<file path="config.mk">
export PLATFORM = sky130hd
export DESIGN_NAME = signed_bar_graph_page_renderer_unit
export DESIGN_NICKNAME = d
export VERILOG_FILES = /design/src/hdl/sbgr_pkg.sv /design/src/hdl/sbgr_front.sv /design/src/hdl/sbgr_back.sv /design/src/hdl/signed_bar_graph_page_renderer_unit.sv
export SDC_FILE = /design/constraint.sdc
export NUM_CORES = 1
export LEC_CHECK = 0
export ABC_AREA = 1
export BUFFER_PORTS_ARGS = -buffer_cell sky130_fd_sc_hd__buf_2
export CAP_MARGIN = 20
export CORE_MARGIN = 3
export CORE_UTILIZATION = 60
export DETAILED_ROUTE_END_ITERATION = 12
export GPL_TIMING_DRIVEN = 0
export PLACE_DENSITY = 0.82
export SYNTH_ARGS = -nofsm -noshare
export SYNTH_HDL_FRONTEND = slang
export SYNTH_SLANG_ARGS = --single-unit
</file>
<file path="constraint.sdc">
create_clock -name clk -period 5.8 [get_ports clk]
set_input_delay 1.16 -clock clk [delete_from_list [all_inputs] [get_ports clk]]
set_output_delay 1.16 -clock clk [all_outputs]
set_load 0.005 [all_outputs]
</file>
<file path="src/hdl/sbgr_pkg.sv">
// shared types and constants of the signed bar graph page renderer
`timescale 1ns / 1ps
package sbgr_pkg;

	localparam int BAR_COUNT     = 4;
	localparam int BAR_IDX_W     = 2;
	localparam int VALUE_W       = 16;
	localparam int SCALE_W       = 15;
	localparam int BAR_LEN_W     = 6;
	localparam int STEP_W        = 3;
	localparam int NUM_W         = SCALE_W + BAR_LEN_W;
	localparam int DVS_W         = SCALE_W + BAR_LEN_W - 1;
	localparam int PAGE_W        = 3;
	localparam int COL_W         = 7;
	localparam int ROW_W         = 6;
	localparam int BYTE_W        = 8;
	localparam int QUEUE_DEPTH   = 2;
	localparam int QPTR_W        = 1;
	localparam int QCNT_W        = 2;

	localparam int BAR_MAX       = 60;
	localparam int CENTER_COLUMN = 63;
	localparam int AXIS_LO       = 2;
	localparam int AXIS_HI       = 125;
	localparam int BRAKE_LO      = 112;
	localparam int BRAKE_HI      = 126;
	localparam int BRAKE_ROW_A   = 2;
	localparam int BRAKE_ROW_B   = 3;
	localparam int BAR_BASE_OFF  = 8;
	localparam int BAR_HALF      = 3;

	localparam logic [SCALE_W-1:0] SCALE_RST_0 = 15'd400;
	localparam logic [SCALE_W-1:0] SCALE_RST_1 = 15'd400;
	localparam logic [SCALE_W-1:0] SCALE_RST_2 = 15'd300;
	localparam logic [SCALE_W-1:0] SCALE_RST_3 = 15'd1000;

	localparam logic OP_FRAME = 1'b0;
	localparam logic OP_READ  = 1'b1;

	typedef struct packed {
		logic                                 is_read;
		logic [BAR_COUNT-1:0][VALUE_W-1:0]    mag;
		logic [BAR_COUNT-1:0]                 neg;
		logic                                 brake;
		logic [PAGE_W-1:0]                    page;
		logic [COL_W-1:0]                     column;
	} entry_t;

	typedef enum logic [2:0] {
		ST_IDLE = 3'b001,
		ST_LOAD = 3'b010,
		ST_DIV  = 3'b100
	} state_t;

endpackage

</file>
<file path="src/hdl/sbgr_front.sv">
// front end: takes commands, classifies them and queues them for the back end
`timescale 1ns / 1ps
module sbgr_front (
	input  logic                              clk,
	input  logic                              arst_n,
	input  logic                              start,
	output logic                              busy,
	input  logic                              op,
	input  logic signed [sbgr_pkg::VALUE_W-1:0] amps_a,
	input  logic signed [sbgr_pkg::VALUE_W-1:0] amps_b,
	input  logic signed [sbgr_pkg::VALUE_W-1:0] target_speed,
	input  logic signed [sbgr_pkg::VALUE_W-1:0] actual_speed,
	input  logic                              brake,
	input  logic [sbgr_pkg::PAGE_W-1:0]       page,
	input  logic [sbgr_pkg::COL_W-1:0]        column,
	output logic                              head_valid,
	output sbgr_pkg::entry_t                  head,
	input  logic                              pop
);

	sbgr_pkg::entry_t                  entries_q [sbgr_pkg::QUEUE_DEPTH];
	logic [sbgr_pkg::QPTR_W-1:0]       wr_ptr_q;
	logic [sbgr_pkg::QPTR_W-1:0]       rd_ptr_q;
	logic [sbgr_pkg::QCNT_W-1:0]       count_q;
	logic                              push;
	sbgr_pkg::entry_t                  entry_in;
	logic [sbgr_pkg::BAR_COUNT-1:0][sbgr_pkg::VALUE_W-1:0] vals;

	assign busy       = (count_q == sbgr_pkg::QCNT_W'(sbgr_pkg::QUEUE_DEPTH));
	assign push       = start && !busy;
	assign head_valid = (count_q != '0);
	assign head       = entries_q[rd_ptr_q];

	assign vals[0] = amps_a;
	assign vals[1] = amps_b;
	assign vals[2] = target_speed;
	assign vals[3] = actual_speed;

	// magnitude as unsigned, so the most negative value maps to 32768
	always_comb begin
		entry_in.is_read = (op == sbgr_pkg::OP_READ);
		for (int i = 0; i < sbgr_pkg::BAR_COUNT; i++) begin
			entry_in.neg[i] = vals[i][sbgr_pkg::VALUE_W-1];
			entry_in.mag[i] = vals[i][sbgr_pkg::VALUE_W-1] ?
				sbgr_pkg::VALUE_W'(~vals[i] + 16'd1) : vals[i];
		end
		entry_in.brake  = brake;
		entry_in.page   = page;
		entry_in.column = column;
	end

	always_ff @(posedge clk) begin
		if (push) begin
			entries_q[wr_ptr_q] <= entry_in;
		end
	end

	always_ff @(posedge clk or negedge arst_n) begin
		if (!arst_n) begin
			wr_ptr_q <= '0;
			rd_ptr_q <= '0;
			count_q  <= '0;
		end else begin
			if (push) begin
				wr_ptr_q <= wr_ptr_q + 1'b1;
			end
			if (pop) begin
				rd_ptr_q <= rd_ptr_q + 1'b1;
			end
			if (push && !pop) begin
				count_q <= count_q + 1'b1;
			end else if (pop && !push) begin
				count_q <= count_q - 1'b1;
			end
		end
	end

endmodule

</file>
<file path="src/hdl/sbgr_back.sv">
// back end: scale registers, bar length divider, bar state and byte renderer
`timescale 1ns / 1ps
module sbgr_back (
	input  logic                              clk,
	input  logic                              arst_n,
	input  logic                              wr_en,
	input  logic [sbgr_pkg::BAR_IDX_W-1:0]    wr_index,
	input  logic [sbgr_pkg::SCALE_W-1:0]      wr_data,
	input  logic                              head_valid,
	input  sbgr_pkg::entry_t                  head,
	output logic                              pop,
	output logic                              done,
	output logic [sbgr_pkg::BYTE_W-1:0]       pixel_byte
);

	sbgr_pkg::state_t                  state_q;
	logic [sbgr_pkg::SCALE_W-1:0]      scale_q [sbgr_pkg::BAR_COUNT];
	logic [sbgr_pkg::BAR_LEN_W-1:0]    bar_len_q [sbgr_pkg::BAR_COUNT];
	logic [sbgr_pkg::BAR_COUNT-1:0]    bar_neg_q;
	logic                              brake_q;
	logic                              heartbeat_q;
	logic [sbgr_pkg::BAR_IDX_W-1:0]    bar_q;
	logic [sbgr_pkg::STEP_W-1:0]       step_q;
	logic [sbgr_pkg::NUM_W-1:0]        rem_q;
	logic [sbgr_pkg::DVS_W-1:0]        dvs_q;
	logic [sbgr_pkg::BAR_LEN_W-1:0]    quot_q;
	logic                              done_q;
	logic [sbgr_pkg::BYTE_W-1:0]       byte_q;

	logic [sbgr_pkg::SCALE_W-1:0]      cur_scale;
	logic [sbgr_pkg::VALUE_W-1:0]      cur_mag;
	logic [sbgr_pkg::SCALE_W-1:0]      clamped;
	logic [sbgr_pkg::NUM_W-1:0]        numer;
	logic                              ge;
	logic [sbgr_pkg::BAR_LEN_W-1:0]    quot_next;
	logic                              last_step;
	logic [sbgr_pkg::BYTE_W-1:0]       byte_d;

	assign cur_scale = scale_q[bar_q];
	assign cur_mag   = head.mag[bar_q];
	assign clamped   = (cur_mag > sbgr_pkg::VALUE_W'(cur_scale)) ? cur_scale :
		sbgr_pkg::SCALE_W'(cur_mag);
	assign numer     = sbgr_pkg::NUM_W'(clamped) * sbgr_pkg::NUM_W'(sbgr_pkg::BAR_MAX);
	assign ge        = (rem_q >= sbgr_pkg::NUM_W'(dvs_q));
	assign quot_next = {quot_q[sbgr_pkg::BAR_LEN_W-2:0], ge};
	assign last_step = (step_q == sbgr_pkg::STEP_W'(sbgr_pkg::BAR_LEN_W - 1));

	always_comb begin
		pop = 1'b0;
		case (state_q)
			sbgr_pkg::ST_IDLE: pop = head_valid && head.is_read;
			sbgr_pkg::ST_LOAD: pop = 1'b0;
			sbgr_pkg::ST_DIV:  pop = last_step &&
				(bar_q == sbgr_pkg::BAR_IDX_W'(sbgr_pkg::BAR_COUNT - 1));
			default:           pop = 1'b0;
		endcase
	end

	// one display byte: eight rows of the page at one column
	always_comb begin
		logic [sbgr_pkg::ROW_W-1:0]     y;
		logic [3:0]                     off;
		logic [sbgr_pkg::BAR_LEN_W-1:0] len;
		logic [7:0]                     x8;
		logic                           on;
		logic                           in_band;
		byte_d = '0;
		x8     = {1'b0, head.column};
		for (int i = 0; i < sbgr_pkg::BYTE_W; i++) begin
			y   = {head.page, 3'(i)};
			off = y[3:0];
			len = bar_len_q[y[5:4]];
			on  = 1'b0;
			if (x8 == 8'(sbgr_pkg::CENTER_COLUMN)) begin
				on = 1'b1;
			end
			if (heartbeat_q && x8 == 8'd0 && y == '0) begin
				on = 1'b1;
			end
			if (brake_q && (y == 6'(sbgr_pkg::BRAKE_ROW_A) || y == 6'(sbgr_pkg::BRAKE_ROW_B))
					&& x8 >= 8'(sbgr_pkg::BRAKE_LO) && x8 <= 8'(sbgr_pkg::BRAKE_HI)) begin
				on = 1'b1;
			end
			if (off == 4'(sbgr_pkg::BAR_BASE_OFF) && x8 >= 8'(sbgr_pkg::AXIS_LO)
					&& x8 <= 8'(sbgr_pkg::AXIS_HI)) begin
				on = 1'b1;
			end
			in_band = (off >= 4'(sbgr_pkg::BAR_BASE_OFF - sbgr_pkg::BAR_HALF))
				&& (off <= 4'(sbgr_pkg::BAR_BASE_OFF + sbgr_pkg::BAR_HALF)) && (len != '0);
			if (in_band) begin
				if (!bar_neg_q[y[5:4]]) begin
					if (x8 > 8'(sbgr_pkg::CENTER_COLUMN)
							&& (x8 - 8'(sbgr_pkg::CENTER_COLUMN)) <= 8'(len)) begin
						on = 1'b1;
					end
				end else begin
					if (x8 < 8'(sbgr_pkg::CENTER_COLUMN)
							&& (x8 + 8'(len)) >= 8'(sbgr_pkg::CENTER_COLUMN)) begin
						on = 1'b1;
					end
				end
			end
			byte_d[i] = on;
		end
	end

	always_ff @(posedge clk or negedge arst_n) begin
		if (!arst_n) begin
			scale_q[0] <= sbgr_pkg::SCALE_RST_0;
			scale_q[1] <= sbgr_pkg::SCALE_RST_1;
			scale_q[2] <= sbgr_pkg::SCALE_RST_2;
			scale_q[3] <= sbgr_pkg::SCALE_RST_3;
		end else if (wr_en) begin
			scale_q[wr_index] <= wr_data;
		end
	end

	always_ff @(posedge clk) begin
		byte_q <= byte_d;
		case (state_q)
			sbgr_pkg::ST_LOAD: begin
				rem_q  <= numer;
				dvs_q  <= {cur_scale, 5'd0};
				quot_q <= '0;
			end
			sbgr_pkg::ST_DIV: begin
				if (ge) begin
					rem_q <= rem_q - sbgr_pkg::NUM_W'(dvs_q);
				end
				dvs_q  <= dvs_q >> 1;
				quot_q <= quot_next;
			end
			default: begin
			end
		endcase
	end

	always_ff @(posedge clk or negedge arst_n) begin
		if (!arst_n) begin
			state_q     <= sbgr_pkg::ST_IDLE;
			bar_q       <= '0;
			step_q      <= '0;
			done_q      <= 1'b0;
			brake_q     <= 1'b0;
			heartbeat_q <= 1'b0;
			bar_neg_q   <= '0;
			for (int i = 0; i < sbgr_pkg::BAR_COUNT; i++) begin
				bar_len_q[i] <= '0;
			end
		end else begin
			done_q <= (state_q == sbgr_pkg::ST_IDLE) && head_valid && head.is_read;
			case (state_q)
				sbgr_pkg::ST_IDLE: begin
					if (head_valid && !head.is_read) begin
						bar_q   <= '0;
						state_q <= sbgr_pkg::ST_LOAD;
					end
				end
				sbgr_pkg::ST_LOAD: begin
					step_q  <= '0;
					state_q <= sbgr_pkg::ST_DIV;
				end
				sbgr_pkg::ST_DIV: begin
					step_q <= step_q + 1'b1;
					if (last_step) begin
						bar_len_q[bar_q] <= (cur_scale == '0) ? '0 : quot_next;
						bar_neg_q[bar_q] <= head.neg[bar_q];
						if (bar_q == sbgr_pkg::BAR_IDX_W'(sbgr_pkg::BAR_COUNT - 1)) begin
							brake_q     <= head.brake;
							heartbeat_q <= !heartbeat_q;
							state_q     <= sbgr_pkg::ST_IDLE;
						end else begin
							bar_q   <= bar_q + 1'b1;
							state_q <= sbgr_pkg::ST_LOAD;
						end
					end
				end
				default: state_q <= sbgr_pkg::ST_IDLE;
			endcase
		end
	end

	assign done       = done_q;
	assign pixel_byte = byte_q;

	a_done_after_idle: assert property (@(posedge clk) disable iff (!arst_n)
		done_q |-> $past(state_q == sbgr_pkg::ST_IDLE && head_valid && head.is_read))
		else $error("result strobe without a read command");

	a_pop_has_entry: assert property (@(posedge clk) disable iff (!arst_n)
		pop |-> head_valid)
		else $error("pop from empty queue");

	a_step_range: assert property (@(posedge clk) disable iff (!arst_n)
		(state_q == sbgr_pkg::ST_DIV) |-> (step_q < sbgr_pkg::STEP_W'(sbgr_pkg::BAR_LEN_W)))
		else $error("divider step out of range");

	a_len_range: assert property (@(posedge clk) disable iff (!arst_n)
		(bar_len_q[0] <= sbgr_pkg::BAR_LEN_W'(sbgr_pkg::BAR_MAX))
		&& (bar_len_q[1] <= sbgr_pkg::BAR_LEN_W'(sbgr_pkg::BAR_MAX))
		&& (bar_len_q[2] <= sbgr_pkg::BAR_LEN_W'(sbgr_pkg::BAR_MAX))
		&& (bar_len_q[3] <= sbgr_pkg::BAR_LEN_W'(sbgr_pkg::BAR_MAX)))
		else $error("bar length above full length");

endmodule

</file>
<file path="src/hdl/signed_bar_graph_page_renderer_unit.sv">
// top level of the signed bar graph page renderer
// read: queued, then the result strobe is registered; one read per cycle when idle
// frame: no result; per bar in turn the divider loads, then forms quotient bits
// a two-entry command queue takes commands while a frame is divided
// the receiver cannot stall; busy is high only while the command queue is full
// async reset clears the queue, bars, brake, heartbeat and restores scale defaults
`timescale 1ns / 1ps
module signed_bar_graph_page_renderer_unit (
	input  logic                              clk,
	input  logic                              arst_n,
	input  logic                              start,
	output logic                              busy,
	input  logic                              op,
	input  logic signed [sbgr_pkg::VALUE_W-1:0] amps_a,
	input  logic signed [sbgr_pkg::VALUE_W-1:0] amps_b,
	input  logic signed [sbgr_pkg::VALUE_W-1:0] target_speed,
	input  logic signed [sbgr_pkg::VALUE_W-1:0] actual_speed,
	input  logic                              brake,
	input  logic [sbgr_pkg::PAGE_W-1:0]       page,
	input  logic [sbgr_pkg::COL_W-1:0]        column,
	input  logic                              wr_en,
	input  logic [sbgr_pkg::BAR_IDX_W-1:0]    wr_index,
	input  logic [sbgr_pkg::SCALE_W-1:0]      wr_data,
	output logic                              done,
	output logic [sbgr_pkg::BYTE_W-1:0]       pixel_byte
);

	logic             head_valid;
	sbgr_pkg::entry_t head;
	logic             pop;

	sbgr_front u_front (
		.clk          (clk),
		.arst_n       (arst_n),
		.start        (start),
		.busy         (busy),
		.op           (op),
		.amps_a       (amps_a),
		.amps_b       (amps_b),
		.target_speed (target_speed),
		.actual_speed (actual_speed),
		.brake        (brake),
		.page         (page),
		.column       (column),
		.head_valid   (head_valid),
		.head         (head),
		.pop          (pop)
	);

	sbgr_back u_back (
		.clk        (clk),
		.arst_n     (arst_n),
		.wr_en      (wr_en),
		.wr_index   (wr_index),
		.wr_data    (wr_data),
		.head_valid (head_valid),
		.head       (head),
		.pop        (pop),
		.done       (done),
		.pixel_byte (pixel_byte)
	);

endmodule
</file>
* Word-level counts from Yosys, hierarchy flattened
Memory sizes are Yosys's and may differ from the RTL's.
Index checks and enable logic that the tools add are counted.
** Storage, ports and cells
- Word-level logic and storage cells :: 209
- Output and inout port bits :: 10
- Memory bits (writable) :: 160
- Register bits after elaboration :: 157
- Input bits :: 97
- Memories :: 1
** Cells by class
- Bitwise operators :: 7
- Multiply operators :: 1
- Add/sub/neg operators :: 13
- Order comparisons :: 34
- Reduce and logical (&&, ||, !) cells :: 54
- Muxes and demuxes :: 66
- Eq/ne operators :: 11
** Memories
- u_front.entries_q :: words 2, bits a word 80, rd ports 1, clocked after memory_dff 0, write ports 1, RTL line sbgr_front.sv:21 : sbgr_pkg::entry_t entries_q [sbgr_pkg::QUEUE_DEPTH];
** Operators with widths (number)
- $mux 16 :: 5
- $add 16x1->16 const B :: 4
- $not 16->16 :: 4
- $bwmux 60 :: 1
- $mux 15 :: 4
- $pmux 21 s2 :: 1
- $pmux 20 s2 :: 1
- $logic_and 1x1->1 :: 36
- $bmux 16 s2 :: 1
- $ge 4x3->1 const B :: 8
- $le 4x4->1 const B :: 8
- $bmux 15 s2 :: 1
- $demux 15 s2 :: 1
- $mux 1 :: 26
- $bwmux 24 :: 1
- $mux 6 :: 4
- $ge 21x20->1 :: 1
- $mux 21 :: 1
- $sub 21x20->21 :: 1
- $mul 15x4->19 const B :: 1
- $gt 16x15->1 :: 1
- $logic_not 15->1 :: 1
- $le 7x7->1 const B :: 2
- $bmux 6 s2 :: 1
- other kinds (43) :: 71

* Longest topological paths before layout
An unclocked memory read counts as a cell.
- Word-level depth :: 11
- Gate-level depth with buffers :: 38
- Gate-level depth less buffers :: 35

* Cells and area by module
From an unflattened synthesis, not the netlist that was laid out.
** Second synthesis, totals
- Cell total of the unflattened synthesis :: 2158
- Area total of the unflattened synthesis :: 18982.0 um^2
** Modules (own cells, without submodules)
- sbgr_back :: cells an instance 1551, area an instance 11379.7 um^2, instances 1, sequential area each 3980.1 um^2
- sbgr_front :: cells an instance 607, area an instance 7602.3 um^2, instances 1, sequential area each 4904.7 um^2

* Worst setup path before layout
Ideal clock, no wire load.
- Kind :: reg2reg
- Start point :: register u_front.rd_ptr_q
- End point :: register u_back.rem_q[20] in the netlist's numbering, data pin
- Buffers on the path :: 4
- Data required time :: 5532 ps
- Setup time :: 268 ps
- Arrival time :: 4940 ps
- Slack :: 592 ps
- Cell stages (with the launch flop) :: 32
- Clock period less this slack :: 5208 ps
- Path through :: dfrtp_1 inv_2 buf_6 buf_2 buf_2 nor2_1 o22ai_1 nor2_1 a31oi_1 ha_1 a21oi_1 o21a_1 nand2_1 nor2_1 nand2_4 nand2_8 buf_6 inv_1 o21ai_1 inv_1 ha_1 inv_1 fa_1 inv_1 ha_1 nand2_1 nor2_1 nand3_1 nand4_1 a21oi_1 xor2_1 o21ai_0
** On the way
- Longest elaborated chain between the ends :: 7
** Ends and longest elaborated chain
- start, declared :: RTL line sbgr_front.sv:23 : logic [sbgr_pkg::QPTR_W-1:0] rd_ptr_q;
- start signal, assigned :: RTL line sbgr_front.sv:68 : rd_ptr_q <= rd_ptr_q + 1'b1;
- $mem_v2 2x80 *
- $bmux 16 s2 * :: RTL line sbgr_back.sv:40 : assign cur_mag = head.mag[bar_q];
- $mux 16 (implied by the code) * :: RTL line sbgr_back.sv:40
- $gt 16x15->1 :: RTL line sbgr_back.sv:41 : assign clamped = (cur_mag > sbgr_pkg::VALUE_W'(cur_scale)) ? cur_scale :
- $mux 15 * :: RTL line sbgr_back.sv:41
- $mul 15x4->19 * :: RTL line sbgr_back.sv:43 : assign numer = sbgr_pkg::NUM_W'(clamped) * sbgr_pkg::NUM_W'(sbgr_pkg::BAR_MAX);
- $pmux 21 s2 * :: RTL line sbgr_back.sv:120 : case (state_q)
- end signal, assigned :: RTL line sbgr_back.sv:122 : rem_q <= numer;
- end signal, assigned :: RTL line sbgr_back.sv:128 : rem_q <= rem_q - sbgr_pkg::NUM_W'(dvs_q);
- end, declared :: RTL line sbgr_back.sv:24 : logic [sbgr_pkg::NUM_W-1:0] rem_q;
Every way passes the cells marked *; elsewhere a longest branch is shown, timed or not. The select of a mux whose other input is x is not followed.
A chain may end at the register's enable or synchronous reset.

* Final worst setup path
- Start point :: register u_back.bar_q[0] in the netlist's numbering
- End point :: register u_back.rem_q[19] in the netlist's numbering, data pin
** On the way
- Longest elaborated chain between the ends :: 8
- Elaborated cells between the ends (all ways) :: 10
- Those cells by class :: 1 x mul; 1 x order compare; 7 x mux; 1 x bitwise
** Ends and longest elaborated chain
- start, declared :: RTL line sbgr_back.sv:22 : logic [sbgr_pkg::BAR_IDX_W-1:0] bar_q;
- start signal, assigned :: RTL line sbgr_back.sv:173 : bar_q <= bar_q + 1'b1;
- $not 2->3 (implied by the code) :: RTL line sbgr_back.sv:39 : assign cur_scale = scale_q[bar_q];
- $bmux 15 s2 :: RTL line sbgr_back.sv:39
- $mux 15 (implied by the code) (2 in a row) :: RTL line sbgr_back.sv:39
- $gt 16x15->1 :: RTL line sbgr_back.sv:41
- $mux 15 * :: RTL line sbgr_back.sv:41
- $mul 15x4->19 * :: RTL line sbgr_back.sv:43
- $pmux 21 s2 * :: RTL line sbgr_back.sv:120
Marked as above.

==> reports/metrics.cfg <==
[logic_synthesis]
synth_area_um2 = 18000
syn_inst = 2037
async_reset_ff_frac = 0.328
yosys_warnings = 0
synthFlopType = edfxtp_1
synth.avg_cell_area_um2 = 8.85
synth_cell_types = 54
synth_fp_nets = 2241
synth-seq-cells = 314
synth_edf_count = 206
ys_seq_area_frac = 0.493

[global_routing]
grt_max_degree = 71
grt-ovfl-total = 0
antenna_found_initial = 1
grt_first_pass_wirelength_um = 73500
first_global_vias = 14572
groute.usage.overall = 0.291

[routing]
wl_per_cell_um = 18.5
wirelength_um = 48700
viasPerCell = 5.88
ant_nets = 0
vias = 15440
drc = 1
firstDrtPassIters = 10
initialDrtViolationCount = 1771

[finish]
design_area_um2 = 21100
drive_above_1_share = 0.161
most-common-layout-cells = nand2_1 (447), o21ai_0 (227), inv_1 (211)
final_nets = 2421
syn2layout_area_growth_pct = 16.9
final_common_cell = nand2_1
stdcell_count = 2628

[sta]
clock_skew_ns = 0.0205
fin_ws_ns = 0.138
setup_tns_ns = 0
hold_viol_final = 0
slew_headroom = 0.379
fin_crit_sh = 0.976
final-max-slew-violation-count = 0
fin_crit_ns = 5.66
fmax_ghz = 0.177
worst_pin_slew_ns = 0.930
setup_viol = 0

[cts]
cts_made_buffers = 34
clockBufferDepth = 3
path_clk_slew_ns = 0.06
cts_sinks = 314
tritoncts = yes
clk_latency_ns = 0.53
cts.htree.levels = 2
cts_root_buf = clkbuf_16
ctsHoldBuffers = 0

[hold_path]
min-delay-start = u_back.heartbeat_q
hp-class = reg -> reg

[worst_setup_path]
worstPathRequired_ns = 6.08
crit_buf_inv = 7
end_kind = flop
r2r-start = u_back.bar_q[0]
worst_path_most_repeated_cell = nand2_1
cp_slowest_cell = fa_1
worstSetupPathType = reg -> reg
cp.arrival_ns = 5.94
critPathLaunchType = flop
cpPeakStageDelay_ns = 0.55
cp_max_fo = 10
critPathLaunch = u_back.bar_q[0]
crit_family = adder cells

[outcome]
outcome = finished, violations left
violations = design-rule violations

[floorplanning]
initial_utilization = 0.618
rows = 62
die_w_um = 179
ioPinCount = 107
die_y_um = 179
dieArea_um2 = 32200
fp.coreArea_um2 = 29200

[place]
port_buffers = 106
dp_hpwl_um = 34100
post-place-ws_ns = -0.817
dp.cells = 2533
gp_congestion = 0.919
dpl_cell_area_um2 = 19200

[flow_run]
maxCapViolations = 0

==> synthesized netlist by cell type, types with 3 or more instances <==
cell type / instances / share of area
nand4_1: 15 / 0.0052
o21bai_1: 7 / 0.0029
nor2_1: 185 / 0.039
xnor2_1: 26 / 0.013
a21oi_1: 84 / 0.023
buf_1: 5 / 0.0010
a32oi_1: 3 / 0.0015
dfxtp_1: 5 / 0.0055
nand3_1: 80 / 0.022
nor4_1: 9 / 0.0031
inv_2: 9 / 0.0019
nor3_1: 27 / 0.0075
or2_2: 6 / 0.0021
fa_1: 19 / 0.021
dfrtp_1: 86 / 0.12
o21ai_0: 243 / 0.067
nand2_2: 8 / 0.0028
dfstp_2: 17 / 0.025
xor2_1: 48 / 0.023
buf_4: 7 / 0.0029
buf_2: 24 / 0.0067
a31oi_1: 8 / 0.0028
o21ai_2: 6 / 0.0029
inv_1: 213 / 0.044
o21a_1: 7 / 0.0029
clkbuf_1: 32 / 0.0067
o21ai_1: 22 / 0.0061
ha_1: 88 / 0.061
nand3b_1: 8 / 0.0033
a21o_1: 8 / 0.0033
edfxtp_1: 206 / 0.34
o22ai_1: 25 / 0.0087
a32o_1: 4 / 0.0022
or2_1: 3 / 0.0010
a21boi_1: 5 / 0.0021
o22a_1: 4 / 0.0019
buf_6: 8 / 0.0050
nand2_1: 455 / 0.095
==> kinds of logic after synthesis <==
group | share of synthesized area
and+or+nand+nor | 0.188
AOI/OAI and AO/OA | 0.133
DFF | 0.493
buffers and inverters | 0.0685
adders and majority gates | 0.0821
xor gates and xnor gates | 0.0359
==> final cells by class <==
| cell class | instances | area [µm²] |
|---|---|---|
| multi-input combinational | 1426 | 8330 |
| clock inverter | 10 | 97.6 |
| clock buffer | 52 | 970 |
| timing repair buffer | 144 | 931 |
| buffer | 75 | 532 |
| fill | 2081 | 8090 |
| sequential | 314 | 8890 |
| inverter | 222 | 845 |
| tap | 384 | 480 |
| antenna | 1 | 2.50 |
==> routing by layer <==
layer | vias to the layer above | GRT usage | share of wire
met5 | - | 0 | 0
met4 | 0 | 0.0966 | 0.037
met3 | 135 | 0.0445 | 0.083
met2 | 776 | 0.493 | 0.48
met1 | 7297 | 0.387 | 0.40
li1 | 7232 | - | -
==> state kept, by name, summed over array words and instances, names as in the netlist, 3 cells and up <==
register and flops:
u_front.entries_q 160, u_back.scale_q 60, u_back.bar_len_q 24, u_back.rem_q 21, u_back.dvs_q 20, u_back.pixel_byte 5
u_back.quot_q 5, u_back.bar_neg_q 4, u_back.state_q 3, u_back.step_q 3
==> per-stage QoR <==
step | utilization | hold WS, ns
floorplan | - | 0.442
global placement | 0.653 | 0.459
detailed placement | 0.658 | 0.462
CTS | 0.700 | 0.474
global route | 0.723 | 0.497
finish | 0.723 | 0.473
==> what timing repair did <==
item                                    4_1_cts  5_1_grt
buffers inserted                              3       28
cloned                                        0        2
pin swaps                                     2       38
resized for setup                            35      122
endpoints found under the setup margin       13       13
==> path summary, 6_finish.rpt <==
path	endpoint	slack [ns]	cells past startpoint
worst max-delay path	u_back.rem_q[19]	0.14	31
worst min-delay path	u_back.heartbeat_q	0.47	1
worst max register to register	u_back.rem_q[19]	0.14	31
worst min register to register	u_back.heartbeat_q	0.47	1
max in group asynchronous	u_back.scale_q[18]	4.44	2
min in group asynchronous	u_back.bar_len_q[17]	0.58	1
Power is left out: the tool's default activity adds up to more than one toggle a clock period on the data nets, which glitch-free logic cannot reach.
